--- src/hkm_pkg.sv ---
// shared types, codes and constants of the hotkey match table
package hkm_pkg;

  localparam int unsigned HKM_ENTRIES = 16;
  localparam logic [7:0]  HKM_MASK_RESET = 8'h07;

  // operation codes of an input item
  localparam logic [1:0] OP_REG    = 2'd0;
  localparam logic [1:0] OP_UNREG  = 2'd1;
  localparam logic [1:0] OP_KEY    = 2'd2;
  localparam logic [1:0] OP_UNUSED = 2'd3;

  // status codes of a result item
  localparam logic [1:0] STAT_ADDED    = 2'd0;
  localparam logic [1:0] STAT_REPLACED = 2'd1;
  localparam logic [1:0] STAT_NOMATCH  = 2'd2;
  localparam logic [1:0] STAT_FULL     = 2'd3;

  typedef struct packed {
    logic [1:0]  op;
    logic [7:0]  key_code;
    logic [7:0]  modifiers;
    logic [15:0] handler_id;
    logic        key_down;
    logic        key_repeat;
    logic        handler_accepts;
  } in_t;

  typedef struct packed {
    logic        consumed;
    logic        fire;
    logic [15:0] fired_handler;
    logic [1:0]  status;
  } out_t;

  // one stored table entry
  typedef struct packed {
    logic [7:0]  key;
    logic [7:0]  mods;
    logic [15:0] handler;
    logic        held;
  } entry_t;

  localparam int unsigned HKM_ENTRY_W = $bits(entry_t);

endpackage

--- src/hkm_ram.sv ---
// generic simple dual-port ram with registered read data
module hkm_ram #(
  parameter int unsigned WIDTH = 8,
  parameter int unsigned DEPTH = 16,
  localparam int unsigned AW = (DEPTH > 1) ? $clog2(DEPTH) : 1
) (
  input  logic             clk_i,
  input  logic             we_i,
  input  logic [AW-1:0]    waddr_i,
  input  logic [WIDTH-1:0] wdata_i,
  input  logic             re_i,
  input  logic [AW-1:0]    raddr_i,
  output logic [WIDTH-1:0] rdata_o
);

  logic [WIDTH-1:0] mem_q [DEPTH];
  logic [WIDTH-1:0] rdata_q;

  always_ff @(posedge clk_i) begin
    if (we_i) begin
      mem_q[waddr_i] <= wdata_i;
    end
    if (re_i) begin
      rdata_q <= mem_q[raddr_i];
    end
  end

  assign rdata_o = rdata_q;

endmodule

--- src/hkm_match.sv ---
// entry compare unit: key plus either masked modifiers or the held mark
module hkm_match import hkm_pkg::*; (
  input  entry_t     entry_i,
  input  logic [7:0] key_i,
  input  logic [7:0] mods_i,
  input  logic       by_held_i,
  output logic       hit_o
);

  logic key_eq;
  logic mods_eq;

  assign key_eq  = (entry_i.key == key_i);
  assign mods_eq = (entry_i.mods == mods_i);
  assign hit_o   = key_eq && (by_held_i ? entry_i.held : mods_eq);

endmodule

--- src/hotkey_match_table_unit.sv ---
// top level of the hotkey match table: sequencer, entry storage and result register
// The table keeps up to ENTRIES hotkey entries in one ram, valid entries packed
// at the front in the order they were added, with a fill count marking the end.
// Every item is handled by walking the entries one at a time through a single
// compare unit: each entry visited takes a ram read, then a compare and act
// step. An unregister that removes an entry then moves each later entry down
// by one place, with a ram read and a ram write per entry, since the ram has
// a single read and a single write port. No item is taken while one is in
// work; a finished result waits in the output register, so the next item can
// start before the previous result is taken. The modifier mask is written
// through the configuration channel, which is always ready, and must only
// change while the table is idle.
module hotkey_match_table_unit import hkm_pkg::*; #(
  parameter int unsigned ENTRIES = HKM_ENTRIES
) (
  input  logic       clk_i,
  input  logic       rst_ni,
  // item channel
  input  logic       in_valid_i,
  output logic       in_stall_o,
  input  in_t        in_data_i,
  // result channel
  output logic       out_valid_o,
  input  logic       out_stall_i,
  output out_t       out_data_o,
  // configuration channel
  input  logic       cfg_valid_i,
  output logic       cfg_ready_o,
  input  logic [7:0] cfg_data_i
);

  localparam int unsigned IW = (ENTRIES > 1) ? $clog2(ENTRIES) : 1;
  localparam int unsigned CW = $clog2(ENTRIES + 1);

  typedef enum logic [6:0] {
    ST_IDLE  = 7'b0000001,
    ST_RD    = 7'b0000010,
    ST_CMP   = 7'b0000100,
    ST_MISS  = 7'b0001000,
    ST_SH_RD = 7'b0010000,
    ST_SH_WR = 7'b0100000,
    ST_DONE  = 7'b1000000
  } state_e;

  state_e        state_q, state_d;
  logic [7:0]    mask_q;
  logic [CW-1:0] count_q, count_d;
  logic [IW-1:0] idx_q, idx_d;
  in_t           item_q, item_d;
  out_t          res_q, res_d;
  out_t          out_q, out_d;
  logic          out_valid_q, out_valid_d;

  // ram ports
  logic          ram_we;
  logic [IW-1:0] ram_waddr;
  entry_t        ram_wdata;
  logic          ram_re;
  logic [IW-1:0] ram_raddr;
  entry_t        ram_rdata;

  logic          hit;
  logic          by_held;
  logic          more;      // another entry after idx
  logic          more_sh;   // another entry to move after idx+1
  logic          full;
  logic          out_free;

  hkm_ram #(
    .WIDTH (HKM_ENTRY_W),
    .DEPTH (ENTRIES)
  ) u_ram (
    .clk_i   (clk_i),
    .we_i    (ram_we),
    .waddr_i (ram_waddr),
    .wdata_i (ram_wdata),
    .re_i    (ram_re),
    .raddr_i (ram_raddr),
    .rdata_o (ram_rdata)
  );

  // release and repeat look up by held mark, the rest by masked modifiers
  assign by_held = (item_q.op == OP_KEY) && (!item_q.key_down || item_q.key_repeat);

  hkm_match u_match (
    .entry_i   (ram_rdata),
    .key_i     (item_q.key_code),
    .mods_i    (item_q.modifiers),
    .by_held_i (by_held),
    .hit_o     (hit)
  );

  assign more     = ((CW + 1)'(idx_q) + (CW + 1)'(1)) < (CW + 1)'(count_q);
  assign more_sh  = ((CW + 1)'(idx_q) + (CW + 1)'(2)) < (CW + 1)'(count_q);
  assign full     = (count_q == CW'(ENTRIES));
  assign out_free = !out_valid_q || !out_stall_i;

  always_comb begin
    state_d   = state_q;
    count_d   = count_q;
    idx_d     = idx_q;
    item_d    = item_q;
    res_d     = res_q;
    out_d     = out_q;
    ram_we    = 1'b0;
    ram_waddr = idx_q;
    ram_wdata = ram_rdata;
    ram_re    = 1'b0;
    ram_raddr = idx_q;

    // result register drains on a transfer
    out_valid_d = out_valid_q && out_stall_i;

    unique case (state_q)
      ST_IDLE: begin
        if (in_valid_i) begin
          item_d           = in_data_i;
          item_d.modifiers = in_data_i.modifiers & mask_q;
          idx_d            = '0;
          res_d            = '0;
          res_d.status     = STAT_NOMATCH;
          // empty table or unused op goes straight to the miss handling
          if (count_q == '0 || in_data_i.op == OP_UNUSED) begin
            state_d = ST_MISS;
          end else begin
            state_d = ST_RD;
          end
        end
      end
      ST_RD: begin
        ram_re  = 1'b1;
        state_d = ST_CMP;
      end
      ST_CMP: begin
        if (hit) begin
          state_d = ST_DONE;
          case (item_q.op)
            OP_REG: begin
              ram_we            = 1'b1;
              ram_wdata.handler = item_q.handler_id;
              res_d.status      = STAT_REPLACED;
            end
            OP_UNREG: begin
              res_d.consumed = 1'b1;
              res_d.status   = STAT_ADDED;
              if (more) begin
                state_d = ST_SH_RD;
              end else begin
                count_d = count_q - CW'(1);
              end
            end
            default: begin
              res_d.status = STAT_ADDED;
              if (!item_q.key_down) begin
                // release clears the held mark
                ram_we         = 1'b1;
                ram_wdata.held = 1'b0;
                res_d.consumed = 1'b1;
              end else if (item_q.key_repeat) begin
                res_d.consumed = 1'b1;
              end else begin
                // fresh press fires, the handler's answer sets held
                ram_we              = 1'b1;
                ram_wdata.held      = item_q.handler_accepts;
                res_d.fire          = 1'b1;
                res_d.fired_handler = ram_rdata.handler;
                res_d.consumed      = item_q.handler_accepts;
              end
            end
          endcase
        end else if (more) begin
          idx_d   = idx_q + IW'(1);
          state_d = ST_RD;
        end else begin
          state_d = ST_MISS;
        end
      end
      ST_MISS: begin
        state_d = ST_DONE;
        if (item_q.op == OP_REG) begin
          if (full) begin
            res_d.status = STAT_FULL;
          end else begin
            // append at the end of the packed prefix
            ram_we            = 1'b1;
            ram_waddr         = IW'(count_q);
            ram_wdata.key     = item_q.key_code;
            ram_wdata.mods    = item_q.modifiers;
            ram_wdata.handler = item_q.handler_id;
            ram_wdata.held    = 1'b0;
            count_d           = count_q + CW'(1);
            res_d.status      = STAT_ADDED;
          end
        end
      end
      ST_SH_RD: begin
        ram_re    = 1'b1;
        ram_raddr = idx_q + IW'(1);
        state_d   = ST_SH_WR;
      end
      ST_SH_WR: begin
        // move the later entry down one place
        ram_we    = 1'b1;
        ram_waddr = idx_q;
        ram_wdata = ram_rdata;
        idx_d     = idx_q + IW'(1);
        if (more_sh) begin
          state_d = ST_SH_RD;
        end else begin
          count_d = count_q - CW'(1);
          state_d = ST_DONE;
        end
      end
      ST_DONE: begin
        if (out_free) begin
          out_d       = res_q;
          out_valid_d = 1'b1;
          state_d     = ST_IDLE;
        end
      end
      default: begin
        state_d = ST_IDLE;
      end
    endcase
  end

  always_ff @(posedge clk_i or negedge rst_ni) begin
    if (!rst_ni) begin
      state_q     <= ST_IDLE;
      count_q     <= '0;
      out_valid_q <= 1'b0;
      mask_q      <= HKM_MASK_RESET;
    end else begin
      state_q     <= state_d;
      count_q     <= count_d;
      out_valid_q <= out_valid_d;
      if (cfg_valid_i) begin
        mask_q <= cfg_data_i;
      end
    end
  end

  // payload registers
  always_ff @(posedge clk_i) begin
    idx_q  <= idx_d;
    item_q <= item_d;
    res_q  <= res_d;
    out_q  <= out_d;
  end

  assign in_stall_o  = (state_q != ST_IDLE);
  assign out_valid_o = out_valid_q;
  assign out_data_o  = out_q;
  assign cfg_ready_o = 1'b1;

  // fill count stays within the table
  assert property (@(posedge clk_i) disable iff (!rst_ni)
    count_q <= CW'(ENTRIES))
    else $error("entry count beyond table size");

  // the count moves by at most one per item step
  assert property (@(posedge clk_i) disable iff (!rst_ni)
    (count_q != $past(count_q)) |->
      (count_q == $past(count_q) + CW'(1) || count_q == $past(count_q) - CW'(1)))
    else $error("entry count jumped");

  // ram writes only come from compare, miss or move steps
  assert property (@(posedge clk_i) disable iff (!rst_ni)
    ram_we |-> (state_q == ST_CMP || state_q == ST_MISS || state_q == ST_SH_WR))
    else $error("ram write outside a write step");

  // a fired handler always reports a match
  assert property (@(posedge clk_i) disable iff (!rst_ni)
    (out_valid_o && out_data_o.fire) |-> out_data_o.status == STAT_ADDED)
    else $error("fire with non-match status");

  // a handler id is only reported when a handler fires
  assert property (@(posedge clk_i) disable iff (!rst_ni)
    (out_valid_o && !out_data_o.fire) |-> out_data_o.fired_handler == '0)
    else $error("handler id without fire");

endmodule
--- config.mk ---
export PLATFORM = sky130hd
export DESIGN_NAME = hotkey_match_table_unit
export DESIGN_NICKNAME = d
export VERILOG_FILES = /design/src/hkm_pkg.sv /design/src/hkm_ram.sv /design/src/hkm_match.sv /design/src/hotkey_match_table_unit.sv
export SDC_FILE = /design/constraint.sdc
export NUM_CORES = 1
export LEC_CHECK = 0
export BUFFER_PORTS_ARGS = -buffer_cell sky130_fd_sc_hd__buf_4
export CAP_MARGIN = 20
export CORE_UTILIZATION = 60
export CTS_CLUSTER_DIAMETER = 200
export DETAILED_ROUTE_END_ITERATION = 10
export PLACE_DENSITY = 0.87
export SYNTH_ARGS = -nofsm -noshare
export SYNTH_HDL_FRONTEND = slang
export SYNTH_HIERARCHICAL = 1
export SYNTH_SLANG_ARGS = --single-unit
--- constraint.sdc ---
create_clock -name clk_i -period 10.5 [get_ports clk_i]
set_input_delay 1.05 -clock clk_i [delete_from_list [all_inputs] [get_ports clk_i]]
set_output_delay 1.05 -clock clk_i [all_outputs]
set_load 0.01 [all_outputs]
==> results of run 1 <==
## area by class of cell
class	instances	share of cell area, %
flip-flops and latches	663	67.5
repair buffers	105	2.95
clock inverters	43	1.61
clock buffers	71	5.33
well taps	577	2.46
inverters	11	0.183
multi-input cells	493	20.0
## power by group
| group | switching (mW) | total (mW) | leakage, nW | internal (mW) |
|---|---|---|---|---|
| Clock | 0.965 | 2.26 | 0.974 | 1.29 |
| Sequential | 0.0971 | 3.26 | 6.06 | 3.16 |
| Combinational | 1.00 | 1.77 | 2.55 | 0.763 |
## metrics by stage
stage          worst slack, ns  util [%]  hold slack (ns)  std cells  instance area [um^2]
3_3_place_gp              5.78      64.3            0.402       1844                 27200
3_5_place_dp              5.63      64.4            0.405       1846                 27300
5_1_grt                   5.28      69.4            0.346       1963                 29400
6_report                  5.61      69.4            0.333       1963                 29400
4_1_cts                   5.53      69.2            0.337       1960                 29300
2_1_floorplan             5.09         -            0.400       1227                 26000
## synthesized netlist by cell type, types with 3 or more instances
master / number / area (um^2)
a21boi_0: 3 / 22.5
mux4_1: 19 / 499
dfstp_2: 4 / 105
mux4_2: 113 / 2540
buf_2: 13 / 65.1
buf_1: 3 / 11.3
nor4_1: 4 / 25.0
a21oi_1: 7 / 35.0
a22oi_1: 67 / 503
or2_2: 3 / 18.8
o31ai_1: 3 / 22.5
nor3_1: 7 / 35.0
inv_1: 10 / 37.5
nand2_1: 48 / 180
a21o_1: 3 / 22.5
and3_1: 4 / 25.0
nand3_1: 7 / 35.0
a22o_1: 5 / 43.8
dfrtp_1: 17 / 425
nand4_1: 4 / 25.0
buf_12: 7 / 140
ha_1: 13 / 163
nor2_1: 26 / 97.6
nand2b_1: 4 / 25.0
xnor2_1: 22 / 193
mux2_4: 10 / 150
xor2_1: 8 / 70.1
mux2_2: 31 / 349
edfxtp_1: 642 / 19300
clkbuf_1: 29 / 109
a32oi_1: 3 / 26.3
and2_1: 27 / 169
nor2b_1: 7 / 43.8
a211oi_1: 3 / 22.5
o21ai_0: 10 / 50.1
buf_6: 5 / 56.3
## worst paths after layout
kind,startpoint,endpoint,cells after the start
max,state_q[5],u_ram/rdata_o[29],10
min,rst_ni,state_q[6],1
max reg2reg,state_q[5],u_ram/rdata_o[29],10
min reg2reg,res_q[2],out_data_o[2],0
max in group asynchronous,rst_ni,mask_q[0],1
min in group clk_i,res_q[2],out_data_o[2],0
## critical path: stages (launching register included)
cell and delay (ns):
dfrtp_1 0.48, or2_2 0.34, or4_1 0.44, nor3_1 0.17, buf_4 0.23, xor2_4 0.50
buf_4 0.71, buf_4 0.70, mux4_2 0.62, a22oi_1 0.26, nand2_1 0.10
## sequential cells by signal, summed over array words and instances, names as in the netlist
signal         cells
u_ram/mem_q      528
item_q            37
u_ram/rdata_o     33
out_data_o        20
res_q             20
mask_q             8
state_q            7
count_q            5
idx_q              4
out_valid_o        1
## metal layers
metal  vias up  share of wire (%)  GRT usage (%)
li1       5303                  -              -
met1      6720                 35           37.2
met2       961                 50           45.8
met3       178                 11           4.54
met4         0                3.7           11.3
met5         -                  0              0
## kinds of logic (layout without fill, tap and decap cells)
logic type	count (synthesis)	in the layout	share of synthesized area, %
other cells	1	1	0.0144
compound gates	119	119	3.40
simple gates	154	154	3.08
fa+ha+maj	14	14	0.703
flops	663	663	76.3
buf+inv	71	230	1.82
mux	175	175	13.7
xor+xnor	30	30	1.01
==> out/qor.txt, run 1 <==
status -> completed
Clock Latency Late Sink -> 0.63 ns
commonest cells after routing, fill and taps aside -> edfxtp_1, mux4_2, buf_4, a22oi_1, clkbuf_16
Peak VDD IR -> 202 uV
required time of the critical path -> 10.87 ns
Post-DRT Antenna Nets -> 0
Hold Fails Final Rpt -> 0
ANT cells -> 0
worst-margin pin slew -> 0.991 ns
max-cap violation count -> 0
Mapped Nets -> 1291
DRC Markers -> 0
Sink Count -> 663
full die area -> 44100 um^2
hpwl dp -> 30.5 mm
routability cong. -> 0.882
ys flop type -> edfxtp_1
Multi-input gate area -> 5880 um^2
part of the cycle the worst path needs -> 46.6%
post-CTS setup repair buffer count -> 0
final WL -> 59.3 mm
GR Overflow Total -> 0
max-slew violations -> 0
die width -> 210 um
GRT Util Overall -> 27.7%
Fmax -> 0.204 GHz
flops & latches, synth -> 663
CTS root buffer -> clkbuf_16
post-synth cell types -> 63
most common cell after layout, fill and taps aside -> edfxtp_1
Longest Clk Path Bufs -> 3
CTS tree -> built
vias in the first global route -> 13600
post_cts resized -> 0
Async SR Flop Fraction -> 3.17%
RSZ-0062 raised after global routing -> no
core box area -> 42300 um^2
Seq/Total Area, Yosys -> 76.3%
WP data arrival -> 5.27 ns
CP max FO -> 39
nets -> 1399
# rows -> 75
hold buffers post-CTS -> 0
Finish-stage setup viols -> 0
kind of critical path -> flip-flop to flip-flop
Fill cells -> 2327
P_leak -> 9.59 nW
Pwr Density -> 248 nW/um^2
first-pass GRT wire length -> 87.3 mm
startpoint types -> flip-flop
drt wl/cell -> 30.2 um
H-tree depth -> 2
IO buf count -> 71
fin crit period -> 4.89 ns
Slew HR -> 33.6%
1st-pass router iterations -> 8
Seq. cell area -> 19800 um^2
Post-Synthesis Cells -> 1227
synthesis-to-finish area growth -> 13.0%
die height -> 210 um
Final Power -> 7.28 mW
Initial Utilization -> 61.4%
share of cells above drive strength 1 -> 28.3%
DR iter-0 viols -> 1725
yosys warns -> 6
Worst Setup End Kind -> flip-flop
CTS clock-pin slew for the worst setup and hold paths -> 0.06 ns
largest net degree at the start of global routing -> 133
Avg Inst Size Synth -> 21.2 um^2
FF-to-FF setup slack -> 5.61 ns
Post-synth EDFFs -> 642
Via density -> 6.71
via count -> 13200
synthesized cell area -> 26000 um^2
TNS Setup -> 0 ns
Worst Skew -> 0.0200 ns
min-delay worst type -> input pin to asynchronous set/reset pin
I/O pin count -> 73
initial antenna violation count -> 0
cts bufs inserted -> 61
(Power assumes the default switching activity.)
==> run 2: changes to the inputs <==
==> constraint.sdc (replaced) <==
create_clock -name clk_i -period 4.65 [get_ports clk_i]
set_input_delay 0.465 -clock clk_i [delete_from_list [all_inputs] [get_ports clk_i]]
set_output_delay 0.465 -clock clk_i [all_outputs]
set_load 0.01 [all_outputs]
==> run 2 against run 1 <==
  * Register-to-register slack got worse by 5.2 ns
  * Setup slack worse by 5.2 ns
  * Count of clock-buffer cells in the layout increased by 1
  * Wire length increased by 0.84%
  * Sequential power up 130%
  * Design area is 1.1% higher
==> out/qor.txt, run 2 (synthesized netlist as in run 1, its figures left out) <==
cell family with most CP delay -> simple AND/OR/NAND/NOR gates
status -> completed
max-cap violation count -> 0
DRC Markers -> 0
RSZ-0062 raised after global routing -> no
Post-DRT Antenna Nets -> 0
Slew HR -> 31.3%
H-tree depth -> 2
CP max-delay cell -> nor2_4
startpoint types -> flip-flop
Longest Clk Path Bufs -> 3
TNS Setup -> 0 ns
fin crit period -> 4.24 ns
initial antenna violation count -> 1
worst path cell trace -> or4_4, or4b_4, clkinv_8, nand2_4, a311o_1, nand3_1, nand3b_1, nor2_4, buf_12
largest net degree at the start of global routing -> 45
Fmax -> 0.236 GHz
Finish-stage setup viols -> 0
Worst Setup End Kind -> flip-flop
max-slew violations -> 0
worst path bufs/invs -> 2
WP data arrival -> 4.57 ns
worst-margin pin slew -> 1.03 ns
Hold Fails Final Rpt -> 0
part of the cycle the worst path needs -> 91.3%
CP max FO -> 25
share of cells above drive strength 1 -> 27.5%
GR Overflow Total -> 0
die height -> 210 um
1st-pass router iterations -> 7
Largest Register -> u_ram/mem_q
Final Cell Area -> 29700 um^2
critical path's largest stage delay -> 0.67 ns
via count -> 13300
Post-Place Cell Area -> 27500 um^2
first-pass GRT wire length -> 88.1 mm
CTS clock-pin slew for the worst setup and hold paths -> 0.06 ns
min-delay worst type -> input pin to flip-flop
Pwr Density -> 561 nW/um^2
Peak VDD IR -> 409 uV
DR iter-0 viols -> 1844
Sink Count -> 663
cts bufs inserted -> 61
ANT cells -> 0
IO buf count -> 71
# rows -> 75
GRT Util Overall -> 27.9%
routability cong. -> 0.846
CTS tree -> built
die width -> 210 um
nets -> 1425
hpwl dp -> 34.0 mm
commonest cells after routing, fill and taps aside -> edfxtp_1, mux4_2, buf_4, a22oi_1, clkbuf_16
drt wl/cell -> 30.1 um
full die area -> 44100 um^2
I/O pin count -> 73
vias in the first global route -> 13200
Via density -> 6.72
P_leak -> 9.70 nW
kind of critical path -> flip-flop to flip-flop
CTS root buffer -> clkbuf_16
final WL -> 59.8 mm
synthesis-to-finish area growth -> 14.2%
most common cell after layout, fill and taps aside -> edfxtp_1
post-CTS setup repair buffer count -> 0
Initial Utilization -> 61.4%
required time of the critical path -> 4.97 ns
core box area -> 42300 um^2
max reg flops -> 528
Worst Skew -> 0.0238 ns
Clock Latency Late Sink -> 0.63 ns
==> run 2: cell types whose count changed in the layout (fill, tap and decap cells not counted), sizes merged <==
cell / previous run / this run
dlygate4sd3: 0 / 18
bufinv: 9 / 6
clkbuf: 71 / 72
buf: 105 / 113
inv: 13 / 11
clkinvlp: 8 / 2
clkinv: 24 / 32
==> run 2: layout make-up <==
type,instances,area (um^2)
Inverter,11,53.8
Fill cell,2312,12600
Tap cell,577,722
Multi-Input combinational cell,493,5900
Timing Repair Buffer,131,1270
Sequential cell,663,19800
Clock inverter,40,354
Clock buffer,72,1570
==> run 2: repair_timing <==
action | 4_1_cts | 5_1_grt
hold buffers | 18 | 0
gates resized for setup | 0 | 0
hold endpoints to repair | 34 | 0
setup endpoints to repair | 0 | 0
==> run 2: where the power goes <==
| part | leakage (nW) | total [mW] | switching [mW] | internal (mW) |
|---|---|---|---|---|
| Clock | 0.937 | 4.88 | 2.15 | 2.73 |
| Combinational | 2.71 | 4.40 | 2.59 | 1.81 |
| Sequential | 6.06 | 7.36 | 0.227 | 7.14 |
==> run 2: final timing paths <==
check	from	slack (ns)	cells past startpoint	end
setup / recovery	state_q[3]	0.41	9	u_ram/mem_q[5][24]
hold / removal	in_data_i[0]	0.02	1	item_q[0]
setup reg to reg	state_q[3]	0.41	9	u_ram/mem_q[5][24]
hold reg to reg	res_q[6]	0.41	0	out_data_o[6]
max in group asynchronous	rst_ni	4.01	2	mask_q[0]
min in group asynchronous	rst_ni	0.31	2	state_q[6]
==> run 2: routing by layer <==
layer | routed length, um | track usage (%) | vias up
met5 | 0 | 0 | -
met4 | 1430 | 7.93 | 0
met3 | 7130 | 5.90 | 112
met2 | 28800 | 43.7 | 1033
met1 | 22400 | 40.4 | 6846
li1 | - | - | 5355
==> run 2: through the flow <==
| stage | cells | power, mW | utilization (%) | hold slack (ns) | worst slack [ns] |
|---|---|---|---|---|---|
| after detailed placement | 1855 | 11.6 | 65.1 | 0.405 | 0.597 |
| after global placement | 1855 | 11.5 | 65.1 | 0.403 | 0.696 |
| after global routing | 1987 | 17.2 | 70.1 | 0.0114 | 0.382 |
| after CTS | 1985 | 16.6 | 70.0 | 0.00257 | 0.496 |
| final | 1987 | 16.6 | 70.1 | 0.0238 | 0.407 |
| after floorplan | 1227 | 10.4 | - | 0.169 | 0.137 |
==> run 3: changes to the inputs <==
--- a/config.mk
+++ b/config.mk
@@ -5,12 +5,12 @@
 export SDC_FILE = /design/constraint.sdc
 export NUM_CORES = 1
 export LEC_CHECK = 0
-export BUFFER_PORTS_ARGS = -buffer_cell sky130_fd_sc_hd__buf_4
 export CAP_MARGIN = 20
 export CORE_UTILIZATION = 60
 export CTS_CLUSTER_DIAMETER = 200
 export DETAILED_ROUTE_END_ITERATION = 10
-export PLACE_DENSITY = 0.87
+export DONT_BUFFER_PORTS = 1
+export PLACE_DENSITY = 0.86
 export SYNTH_ARGS = -nofsm -noshare
 export SYNTH_HDL_FRONTEND = slang
 export SYNTH_HIERARCHICAL = 1
==> run 3 against run 2 <==
  * Register-to-register slack gained 0.09 ns
  * First-iteration DRC count shrank 12%
  * Fmax grew 2.1%
  * Sequential share of layout area grew 0.33 points
  * Via count shrank 1.9%
  * Setup slack gained 0.087 ns
  * Critical path type unchanged
  * Largest power group unchanged
  * Highest routed layer unchanged
==> out/qor.txt, run 3 (synthesized netlist as in run 1, its figures left out) <==
Sink Count -> 663
Worst Setup End Kind -> flip-flop
TNS Setup -> 0 ns
fin crit period -> 4.16 ns
Largest Register -> u_ram/mem_q
RSZ-0062 raised after global routing -> no
via count -> 13100
hpwl dp -> 32.0 mm
status -> completed
first-pass GRT wire length -> 87.1 mm
H-tree depth -> 2
vias in the first global route -> 13600
Metal-1 WL -> 21.5 mm
ANT cells -> 0
WP data arrival -> 4.47 ns
part of the cycle the worst path needs -> 89.4%
die width -> 210 um
core box area -> 42300 um^2
Finish-stage setup viols -> 0
post-CTS setup repair buffer count -> 0
GR Overflow Total -> 0
full die area -> 44100 um^2
Pwr Density -> 563 nW/um^2
CTS root buffer -> clkbuf_16
Core Util, Final -> 69.8%
Via density -> 6.72
die height -> 210 um
critical path's largest stage delay -> 0.65 ns
required time of the critical path -> 4.96 ns
Post-DRT Antenna Nets -> 0
# rows -> 75
share of cells above drive strength 1 -> 23.9%
final WL -> 59.1 mm
synthesis-to-finish area growth -> 13.7%
worst path bufs/invs -> 2
IO buf count -> 0
worst-margin pin slew -> 1.04 ns
DR top layer -> met4
Hold Fails Final Rpt -> 0
Peak VDD IR -> 423 uV
cell family with most CP delay -> simple AND/OR/NAND/NOR gates
CTS clock-pin slew for the worst setup and hold paths -> 0.06 ns
initial antenna violation count -> 0
Fmax -> 0.241 GHz
CP max FO -> 25
worst r2r src -> state_q[3]
largest net degree at the start of global routing -> 49
CP max-delay cell -> nor2_4
startpoint types -> flip-flop
kind of critical path -> flip-flop to flip-flop
Clock Latency Late Sink -> 0.65 ns
Worst Skew -> 0.0369 ns
CTS tree -> built
GRT Util Overall -> 27.6%
most common cell after layout, fill and taps aside -> edfxtp_1
max reg flops -> 528
min-delay worst type -> input pin to flip-flop
1st-pass router iterations -> 5
commonest cells after routing, fill and taps aside -> edfxtp_1, mux4_2, a22oi_1, clkbuf_16, nand2_1
worst path cell trace -> or4_4, or4b_4, clkinv_8, nand2_4, a311o_1, nand3_1, nand3b_1, nor2_4, buf_12
max-cap violation count -> 0
nets -> 1385
P_leak -> 9.54 nW
HP Start -> in_data_i[22]
drt wl/cell -> 30.3 um
met2 wire len -> 29.1 mm
max-slew violations -> 0
Slew HR -> 30.7%
I/O pin count -> 73
cts bufs inserted -> 61
met3 WL -> 6.06 mm
Initial Utilization -> 61.4%
routability cong. -> 0.891
DR iter-0 viols -> 1614
Critical Path Source -> state_q[3]
Longest Clk Path Bufs -> 3
DRC Markers -> 0
run 3: layout make-up:
| class | instances | area (um^2) |
|---|---|---|
| inverters | 11 | 53.8 |
| flip-flops and latches | 663 | 19800 |
| well taps | 577 | 722 |
| clock buffers | 68 | 1550 |
| multi-input cells | 493 | 5900 |
| clock inverters | 45 | 480 |
| repair buffers | 91 | 1010 |
| fillers | 2352 | 12800 |
run 3: where the power goes:
group / total [mW] / switching (mW) / internal (mW) / leakage, nW
clock network: 5.10 / 2.19 / 2.91 / 0.990
registers: 7.37 / 0.233 / 7.13 / 6.06
logic: 4.15 / 2.39 / 1.76 / 2.49
total: 16.6 / 4.82 / 11.8 / 9.54
run 3: routing by layer:
layer	vias up	GRT usage, %
met3	161	5.44
li1	5275	-
met4	0	12.9
met5	-	0
met2	931	44.0
met1	6729	37.2
run 3: through the flow:
stage	cell area, um^2	worst slack (ns)	total power [mW]	hold WS (ns)	cells
after global placement	26900	0.782	11.2	0.171	1783
after floorplan	26000	0.137	10.4	0.169	1227
final	29500	0.494	16.6	0.0370	1948
after global routing	29500	0.401	17.2	0.0256	1948
after CTS	29500	0.556	16.6	0.00783	1945
after detailed placement	26900	0.638	11.4	0.171	1784
run 3: worst reg2reg max path, cell delays in order (launching register included):
cell,delay [ns]
dfrtp_1,0.49
or4_4,0.56
or4b_4,0.62
clkinv_8,0.17
nand2_4,0.10
a311o_1,0.33
nand3_1,0.20
nand3b_1,0.42
nor2_4,0.65
buf_12,0.29
run 3: path summary, 6_finish.rpt:
check	end	cells past startpoint	slack [ns]
max	u_ram/mem_q[6][15]	9	0.49
min	item_q[22]	1	0.04
max reg2reg	u_ram/mem_q[6][15]	9	0.49
min reg2reg	out_data_o[12]	0	0.41
max in group asynchronous	mask_q[0]	2	4.11
min in group asynchronous	state_q[2]	2	0.26
run 3: what timing repair did:
item,in CTS,in global routing
hold endpoints to repair,59,0
gates resized for setup,0,0
hold buffers,48,0
